## src/hdl/sorted_list_insert_delete_assert.svh

```systemverilog
// Assertion macros for the sorted list block.
// Each check is sampled on the rising clock edge and is muted while reset is held.
`ifndef SORTED_LIST_INSERT_DELETE_ASSERT_SVH
`define SORTED_LIST_INSERT_DELETE_ASSERT_SVH

`ifndef SYNTHESIS

// The condition cons must hold in the same cycle as ante.
`define SLID_ASSERT_NOW(lbl, ante, cons) \
    lbl: assert property (@(posedge clk) disable iff (!rst_n) (ante) |-> (cons)) \
        else $error("sorted list check failed");

// The condition cons must hold in the cycle after ante.
`define SLID_ASSERT_NEXT(lbl, ante, cons) \
    lbl: assert property (@(posedge clk) disable iff (!rst_n) (ante) |=> (cons)) \
        else $error("sorted list check failed");

`else

`define SLID_ASSERT_NOW(lbl, ante, cons)
`define SLID_ASSERT_NEXT(lbl, ante, cons)

`endif

`endif

```

## src/hdl/slid_pkg.sv

```systemverilog
package slid_pkg;

    localparam int CAPACITY = 16;
    localparam int CNT_W    = $clog2(CAPACITY + 1);
    localparam int IDX_W    = 4;
    localparam int CMP_W    = (CNT_W > IDX_W) ? CNT_W : IDX_W;
    localparam int VAL_W    = 32;

    typedef enum logic [1:0] {
        REQ_INSERT = 2'd0,
        REQ_DELETE = 2'd1,
        REQ_READ   = 2'd2,
        REQ_NONE   = 2'd3
    } req_type_t;

    typedef enum logic [1:0] {
        ST_OK        = 2'd0,
        ST_NOT_FOUND = 2'd1,
        ST_FULL      = 2'd2,
        ST_BAD_INDEX = 2'd3
    } status_t;

    typedef enum logic [1:0] {
        CELL_HOLD   = 2'd0,
        CELL_INSERT = 2'd1,
        CELL_DELETE = 2'd2,
        CELL_UNUSED = 2'd3
    } cell_op_t;

    // What one cell hands to the cell above it
    typedef struct packed {
        logic signed [VAL_W-1:0] entry;
        logic                    less;
        logic                    hit;
    } cell_link_t;

endpackage

```

## src/hdl/slid_cell.sv

```systemverilog
module slid_cell
    import slid_pkg::*;
(
    input  logic                    clk,
    input  cell_op_t                op,
    input  logic signed [VAL_W-1:0] value,
    input  logic                    occ,
    input  cell_link_t              prev,
    input  logic signed [VAL_W-1:0] next_entry,
    output cell_link_t              link
);

    logic signed [VAL_W-1:0] entry_reg;
    logic signed [VAL_W-1:0] entry_next;
    logic                    less;
    logic                    hit;

    // Compare the stored word against the request
    assign less = occ && (entry_reg < value);
    assign hit  = (occ && (entry_reg == value)) || prev.hit;

    assign link.entry = entry_reg;
    assign link.less  = less;
    assign link.hit   = hit;

    // Keep, take the new word, or shift with a neighbor
    always_comb
    begin
        entry_next = entry_reg;
        unique case (op)
            CELL_INSERT:
            begin
                if (!less)
                begin
                    entry_next = prev.less ? value : prev.entry;
                end
            end
            CELL_DELETE:
            begin
                if (hit)
                begin
                    entry_next = next_entry;
                end
            end
            default:
            begin
                entry_next = entry_reg;
            end
        endcase
    end

    always_ff @(posedge clk)
    begin
        entry_reg <= entry_next;
    end

endmodule

```

## src/hdl/sorted_list_insert_delete.sv

```systemverilog
// Sorted list: a row of cells, one stored word each, updated in parallel.
// Each result is registered; the output register loads it as its word is taken.
// Throughput: one word per cycle unless stalled; one compare-and-shift pass sets it.
// Reset clears the stored-word count and the output valid; stored words stay undefined
// until written and are never read beyond the count.
`include "sorted_list_insert_delete_assert.svh"

module sorted_list_insert_delete
    import slid_pkg::*;
(
    input  logic                    clk,
    input  logic                    rst_n,
    input  logic                    in_valid,
    output logic                    in_stall,
    input  logic [1:0]              req_type,
    input  logic signed [VAL_W-1:0] value,
    input  logic [IDX_W-1:0]        index,
    output logic                    out_valid,
    input  logic                    out_stall,
    output logic [1:0]              status,
    output logic signed [VAL_W-1:0] read_value,
    output logic [4:0]              entry_count
);

    logic                    in_acc;
    req_type_t               req;
    logic                    full;
    logic                    found;
    cell_op_t                op;
    logic [CMP_W-1:0]        idx_ext;
    logic [CMP_W-1:0]        cnt_ext;
    logic signed [VAL_W-1:0] rd_mux;

    logic [CNT_W-1:0]        count_reg;
    logic [CNT_W-1:0]        count_next;
    logic                    out_valid_reg;
    status_t                 status_reg;
    status_t                 status_next;
    logic signed [VAL_W-1:0] read_value_reg;
    logic signed [VAL_W-1:0] read_value_next;
    logic [4:0]              entry_count_reg;

    cell_link_t              links [CAPACITY];
    cell_link_t              prevs [CAPACITY];
    logic signed [VAL_W-1:0] nexts [CAPACITY];

    // Take a new word whenever the output register is free or draining
    assign in_stall = out_valid_reg && out_stall;
    assign in_acc   = in_valid && !in_stall;
    assign req      = req_type_t'(req_type);

    assign full    = (count_reg == CNT_W'(CAPACITY));
    assign found   = links[CAPACITY-1].hit;
    assign idx_ext = CMP_W'(index);
    assign cnt_ext = CMP_W'(count_reg);

    // Drive the cell row
    always_comb
    begin
        op = CELL_HOLD;
        if (in_acc)
        begin
            unique case (req)
                REQ_INSERT: op = full ? CELL_HOLD : CELL_INSERT;
                REQ_DELETE: op = CELL_DELETE;
                default:    op = CELL_HOLD;
            endcase
        end
    end

    for (genvar i = 0; i < CAPACITY; i++)
    begin : g_cell
        if (i == 0)
        begin : g_first
            assign prevs[i] = '{entry: '0, less: 1'b1, hit: 1'b0};
        end
        else
        begin : g_mid
            assign prevs[i] = links[i-1];
        end

        if (i == CAPACITY - 1)
        begin : g_last
            assign nexts[i] = '0;
        end
        else
        begin : g_upper
            assign nexts[i] = links[i+1].entry;
        end

        slid_cell u_cell (
            .clk        (clk),
            .op         (op),
            .value      (value),
            .occ        (count_reg > CNT_W'(i)),
            .prev       (prevs[i]),
            .next_entry (nexts[i]),
            .link       (links[i])
        );
    end

    // Select the word at the read position
    always_comb
    begin
        rd_mux = '0;
        for (int i = 0; i < CAPACITY; i++)
        begin
            if (idx_ext == CMP_W'(i))
            begin
                rd_mux = links[i].entry;
            end
        end
    end

    // Form the result and the new count
    always_comb
    begin
        status_next     = ST_OK;
        read_value_next = '0;
        count_next      = count_reg;
        unique case (req)
            REQ_INSERT:
            begin
                if (full)
                begin
                    status_next = ST_FULL;
                end
                else
                begin
                    count_next = count_reg + CNT_W'(1);
                end
            end
            REQ_DELETE:
            begin
                if (found)
                begin
                    count_next = count_reg - CNT_W'(1);
                end
                else
                begin
                    status_next = ST_NOT_FOUND;
                end
            end
            REQ_READ:
            begin
                if (idx_ext < cnt_ext)
                begin
                    read_value_next = rd_mux;
                end
                else
                begin
                    status_next = ST_BAD_INDEX;
                end
            end
            default:
            begin
                status_next = ST_OK;
            end
        endcase
    end

    // Hold control state
    always_ff @(posedge clk or negedge rst_n)
    begin
        if (!rst_n)
        begin
            count_reg     <= '0;
            out_valid_reg <= 1'b0;
        end
        else
        begin
            if (in_acc)
            begin
                count_reg     <= count_next;
                out_valid_reg <= 1'b1;
            end
            else if (!out_stall)
            begin
                out_valid_reg <= 1'b0;
            end
        end
    end

    // Load the result word
    always_ff @(posedge clk)
    begin
        if (in_acc)
        begin
            status_reg      <= status_next;
            read_value_reg  <= read_value_next;
            entry_count_reg <= 5'(count_next);
        end
    end

    assign out_valid   = out_valid_reg;
    assign status      = status_reg;
    assign read_value  = read_value_reg;
    assign entry_count = entry_count_reg;

    `SLID_ASSERT_NOW(a_count_bound, 1'b1, count_reg <= CNT_W'(CAPACITY))
    `SLID_ASSERT_NEXT(a_insert_grows, in_acc && req == REQ_INSERT && !full, count_reg == $past(count_reg) + CNT_W'(1))
    `SLID_ASSERT_NOW(a_full_flag, out_valid_reg && status_reg == ST_FULL, count_reg == CNT_W'(CAPACITY))
    `SLID_ASSERT_NOW(a_ordered, count_reg >= CNT_W'(2), links[0].entry <= links[1].entry)

endmodule
```

## config.mk

```make
export PLATFORM = sky130hd
export DESIGN_NAME = sorted_list_insert_delete
export DESIGN_NICKNAME = d
export VERILOG_FILES = /design/src/hdl/slid_pkg.sv /design/src/hdl/slid_cell.sv /design/src/hdl/sorted_list_insert_delete.sv
export VERILOG_INCLUDE_DIRS = /design/src /design/src/hdl
export SDC_FILE = /design/constraint.sdc
export NUM_CORES = 2
export LEC_CHECK = 0
export BUFFER_PORTS_ARGS = -buffer_cell sky130_fd_sc_hd__buf_2
export CAP_MARGIN = 20
export CORE_MARGIN = 4
export CORE_UTILIZATION = 25
export CTS_CLUSTER_SIZE = 16
export DETAILED_ROUTE_END_ITERATION = 8
export SLEW_MARGIN = 20
export SYNTH_ARGS = -nofsm -noshare
export SYNTH_HDL_FRONTEND = slang
export SYNTH_SLANG_ARGS = --single-unit
```

## constraint.sdc

```tcl
create_clock -name clk -period 5.7 [get_ports clk]
set_clock_uncertainty 0.2 [all_clocks]
set_input_delay 1.14 -clock clk [delete_from_list [all_inputs] [get_ports clk]]
set_output_delay 1.14 -clock clk [all_outputs]
set_load 0.02 [all_outputs]
```

# Word level (Yosys, flattened, before mapping)
# Cells that the tools add are included.
# W data, S select, Z words.
[totals]
elab_cells = 286
inputBits = 42
out_inout_bits = 41
regBits = 557
[classes]
muxes = 91
eq_ne = 69
addsub = 2
reduce_logical = 70
magnitude_cmp = 33
[ops]
columns = ["op", "n"]
rows = [
  ["$mux W32", 63],
  ["$pmux W32 S2", 16],
  ["$eq A32 B32 Y1", 16],
  ["$lt A32 B32 Y1", 16],
  ["$reduce_and A3 Y1", 16],
  ["$gt A5 B4 Y1 const B", 8],
  ["$logic_and A1 B1 Y1", 34],
  ["$ne A2 B2 Y1 const B", 17],
  ["$eq A4 B4 Y1 const B", 8],
  ["$ne A2 B1 Y1 const B", 16],
  ["$gt A5 B3 Y1 const B", 4],
  ["$eq A4 B3 Y1 const B", 4],
  ["$logic_or A1 B1 Y1", 15],
  ["$gt A5 B1 Y1 const B", 2],
  ["$gt A5 B2 Y1 const B", 2],
  ["$mux W5", 2],
  ["$pmux W5 S2", 1],
  ["$eq A4 B2 Y1 const B", 2],
  ["$mux W2", 3],
  ["$pmux W2 S3", 1],
  ["$add A5 B1 Y5 const B", 1],
  ["$eq A5 B5 Y1 const B", 1],
  ["$logic_not A5 Y1", 1],
  ["$lt A4 B5 Y1", 1],
  ["10 further kinds", 15],
]

# Longest topological paths before layout
[depth]
depth_word = 19
depth_mapped = 14
depth_no_buf = 11

# Hierarchy
# A second synthesis with hierarchy kept.
[hier_totals]
cells_unflattened = 5153
hier_area_um2 = 47255.3
[modules_own_cells]
columns = ["mod", "cells_per_inst", "n_inst", "seq_area_each_um2", "area_each_um2"]
rows = [
  ["slid_cell (g_cell[0].u_cell ...)", 267, 15, 960.9, 2501.1],
  ["sorted_list_insert_delete", 884, 1, 1321.3, 7236.9],
  ["slid_cell (g_cell[15].u_cell)", 264, 1, 960.9, 2501.1],
]

# Worst setup path after synthesis
# Ideal clock, no wire load.
[synth_path]
path_kind = "input -> register"
from = "input port out_stall"
to = "register g_cell[13].u_cell.entry_reg[0] (enable)"
setup_time_ns = 0.475
setup_slack_ns = -1.328
n_path_buf = 4
arrival_time_ns = 6.354
path_stages = 11
path_cell_list = "nand2_1 -> and2_1 -> nor2b_1 -> nand2_1 -> ha_1 -> clkbuf_1 -> clkbuf_1 -> clkbuf_1 -> clkbuf_1 -> and2_1 -> a221oi_1"
[synth_between]
elab_chain_cells = 7
word_cells_on_any_way = 10
cone_classes = "eq/ne (4); mux (1); reduce/logical (5)"
[synth_rtl]
columns = ["item", "line_no", "source"]
rows = [
  ["from (decl)", "sorted_list_insert_delete.sv:19", "input logic out_stall,"],
  ["$logic_and A1 B1 Y1 *", "sorted_list_insert_delete.sv:48", "assign in_stall = out_valid_reg && out_stall;"],
  ["$logic_not A1 Y1 *", "sorted_list_insert_delete.sv:49", "assign in_acc = in_valid && !in_stall;"],
  ["$logic_and A1 B1 Y1 *", "sorted_list_insert_delete.sv:49", ""],
  ["via in_acc", "sorted_list_insert_delete.sv:25", "logic in_acc;"],
  ["$mux W2 *", "sorted_list_insert_delete.sv:61", "if (in_acc)"],
  ["$eq A2 B2 Y1 / $eq A2 B1 Y1 (equally long branches)", "slid_cell.sv:30", "unique case (op)"],
  ["$ne A2 B1 Y1 (no line), or another cell as far along", "-", ""],
  ["$reduce_and A3 Y1 (no line) *", "-", ""],
  ["to (signal assigned)", "slid_cell.sv:54", "entry_reg <= entry_next;"],
  ["to (decl)", "slid_cell.sv:13", "logic signed [VAL_W-1:0] entry_reg;"],
]
# Mark *: on every way through the listed nets, which the timed path passes. The rest lies on a longest branch.
# A chain may end at the register's enable or synchronous reset.

# Worst setup path after layout
[layout_path]
from = "input port value[28]"
to = "register g_cell[5].u_cell.entry_reg[4] (enable)"
[layout_between]
elab_chain_cells = 9
word_cells_on_any_way = 22
cone_classes = "order compare (1); eq/ne (8); reduce/logical (13)"
[layout_rtl]
columns = ["item", "line_no", "source"]
rows = [
  ["from (decl)", "sorted_list_insert_delete.sv:16", "input logic signed [VAL_W-1:0] value,"],
  ["parallel branches: the longest is 8 deep, another holds $lt A32 B32 Y1", "-", ""],
  ["$reduce_and A3 Y1 (no line) *", "-", ""],
  ["to (signal assigned)", "slid_cell.sv:54", ""],
  ["to (decl)", "slid_cell.sv:13", ""],
]
# Mark *: on every way between the ends.

==> out/qor.yml <==
path_delay_family: "simple AND/OR/NAND/NOR gates"
synthTopCellsByArea: "edfxtp_1 36%, ha_1 14%, mux2i_1 5.9%"
syn_to_final_growth_pct: 15.4
ios: 83
place_inst: 7242
antenna_found_initial: 13
worstPathMaxFanout: 32
setup_viol: 0
grt_pass1_wl_um: 295000
swShare: 0.358
insertion_delay_ns: 0.68
finalNetCount: 5416
wl_um: 209000
vias_per_cell: 5.90
grt_max_degree: 203
drc: 0
wl_per_cell_um: 28.4
powerDensity_nw_per_um2: 263
dieWidth_um: 437
slowest_stage: "nor4_1"
dp_hpwl_um: 160000
synthCells: 4771
placed_area_um2: 51000
seqPwrFrac: 0.387
async_flop_share: 0.0108
critPathMaxStageDelay_ns: 0.94
ys.flop_type: "edfxtp_1"
required_ns: 5.86
drv_cap: 0
grt_pass1_vias: 40566
die-area_um2: 191000
cp-end-kind: "flip-flop"
cp-startpoint: "value[28]"
pwr-share-clk: 0.319
hold_viol: 0
drive_above_1_share: 0.112
p_sw_mw: 5.02
overflow: 0
final-seq-area_um2: 16700
placeableCoreArea_um2: 183000
yosysTopAreaCellShare: 0.359
pre_cts_ws_ns: 0.0433
critical_path_class: "in -> reg"
die_h_um: 437
cp.depth: 12
period_share: 0.916
drt.antenna.violating_nets: 0
ys.warnings.count: 0
yosysSeqAreaShare: 0.362
outcome: "finished clean"
largest_reg_flops: 512
worstRegToRegCells: 11
crit_chain: "buf_2 -> inv_1 -> buf_4 -> ha_1 -> nand4_1 -> nor4_1 -> a21boi_0 -> a21oi_1 -> mux2_2 -> nor2_1 -> nor3_4 -> buf_12"
power.internal_mw: 8.99
place_congestion: 1.03
avgSynthCellArea_um2: 9.66
power.static_leakage_nw: 20.5
h-tree-depth: 3
grtUsageTotal: 0.209
hold_path_class: "in -> async"
hold_buffers: 0
start_util: 0.252
crit-reg2reg-launch: "cnt_ext[1]$_DFFE_PN0P_"
numCtsBuffers: 71
pwr-share-comb: 0.294
fin_crit_ns: 5.22
rows: 157
ys_types: 79
multi_input_area_um2: 27800
fill_cells: 19263
cts_resized: 0
post-route-worst-setup-slack_ns: 0.478
root_buffer: "clkbuf_16"
finalNonFillerCells: 7371
post_cts_buffers: 0
cp.arrival_ns: 5.38
synth_edf_count: 551
drt_pass1_iterations: 7
syn-num-nets: 5336
final_area_um2: 53200
worst_pin_slew_ns: 1.19
cts_sinks: 557
clock_path_buffers: 3
ir_drop_mv: 0.192
relSlewSlack: 0.201
max_freq_ghz: 0.192
clk_pin_slew_ns: 0.06
vias: 43464
io_buffers: 82
synth_seq_cells: 557
synthesis.area_um2: 46100
p_total_mw: 14.0
start_kind: "input port"
cts_tree: "built"
timing.critical_path.buf_inv: 4
slew_viol_final: 0
yosysTopAreaCell: "edfxtp_1"
rsz0062_at_grt: "no"
drt_iter0_drc: 6629
-- path summary, 6_finish.rpt --
kind / slack (ns) / to
max reg2reg: 0.72 / g_cell[15].u_cell.entry_reg[3]$_SDFFCE_PP0P_
min: 0.13 / out_valid$_DFFE_PN0P_
max: 0.48 / g_cell[5].u_cell.entry_reg[4]$_DFFE_PP_
min in group clk: 0.32 / out_valid$_DFFE_PN0P_
min reg2reg: 0.32 / out_valid$_DFFE_PN0P_
max in group asynchronous: 5.00 / cnt_ext[3]$_DFFE_PN0P_
-- cell type report --
type / instances / area share
diodes: 4 / 0.000188
well taps: 2464 / 0.0580
clock inverters: 39 / 0.00541
multi-input cells: 3762 / 0.523
clock buffers: 86 / 0.0350
inverters: 94 / 0.00664
repair buffers: 365 / 0.0575
flip-flops and latches: 557 / 0.314
-- per-layer routing --
metal | vias up | GRT usage | wire length [um]
li1 | 18951 | - | -
met1 | 21353 | 0.288 | 86300
met2 | 2717 | 0.313 | 89200
met3 | 433 | 0.0391 | 22000
met4 | 10 | 0.102 | 11700
met5 | - | 0 | 60
-- power by group through the flow --
stage	Clock (mW)	Combinational, mW	Sequential, mW
floorplan	0	2.56	5.30
global placement	0	3.91	5.48
detailed placement	0	4.00	5.48
CTS	4.51	4.01	5.39
global route	4.69	4.39	5.44
finish	4.47	4.12	5.42
-- cell families (layout without fill, tap and decap cells) --
family | after synthesis | after routing | synth area share
AO/OA/AOI/OAI | 1338 | 1338 | 0.203
XOR/XNOR | 3 | 3 | 0.000570
adder cells (fa/ha/maj) | 523 | 523 | 0.142
buffers and inverters | 452 | 584 | 0.0406
flip-flops | 557 | 557 | 0.362
multiplexers | 302 | 302 | 0.0713
other | 0 | 4 | 0
AND/OR/NAND/NOR | 1596 | 1596 | 0.180
-- placed cells by master (no fill, tap or decap), types with 37 or more instances in the layout --
cell type | Yosys | layout
nand4b_1 | 68 | 68
nor3_1 | 131 | 126
o21ai_0 | 244 | 244
nand2_1 | 459 | 459
nor2_1 | 196 | 192
a211o_1 | 42 | 42
buf_12 | 0 | 41
nand4_1 | 131 | 131
buf_4 | 27 | 243
nand3_1 | 156 | 156
ha_1 | 523 | 522
or3_1 | 38 | 38
nor2b_1 | 136 | 136
nor3b_1 | 64 | 64
clkbuf_16 | 0 | 71
a221o_1 | 106 | 106
buf_2 | 41 | 80
nor4_1 | 56 | 56
a21oi_1 | 169 | 167
a21o_1 | 136 | 134
o211ai_1 | 82 | 82
o22ai_1 | 60 | 60
mux2i_1 | 273 | 271
inv_1 | 92 | 92
a22oi_1 | 106 | 106
a2111oi_0 | 37 | 37
nand2b_1 | 110 | 109
edfxtp_1 | 551 | 551
o21ai_1 | 68 | 67
a211oi_1 | 50 | 45
-- per-stage QoR --
step	utilization	hold slack [ns]	TNS (ns)
after global routing	0.290	0.122	0
after CTS	0.290	0.0920	0
after floorplan	-	0.342	-111.60
after detailed placement	0.279	0.306	0
after global placement	0.279	0.294	0
final	0.290	0.125	0
-- synth_stat cells, types with 82 or more instances --
cell      instances
o211ai_1         82
nor3_1          131
nor2b_1         136
nand2_1         459
ha_1            523
a221o_1         106
clkbuf_1        267
a22oi_1         106
inv_1            92
o21ai_0         244
mux2i_1         273
nand2b_1        110
a21o_1          136
edfxtp_1        551
nand4_1         131
nand3_1         156
nor2_1          196
a21oi_1         169
Note: power is estimated with default switching activity, not from simulation.
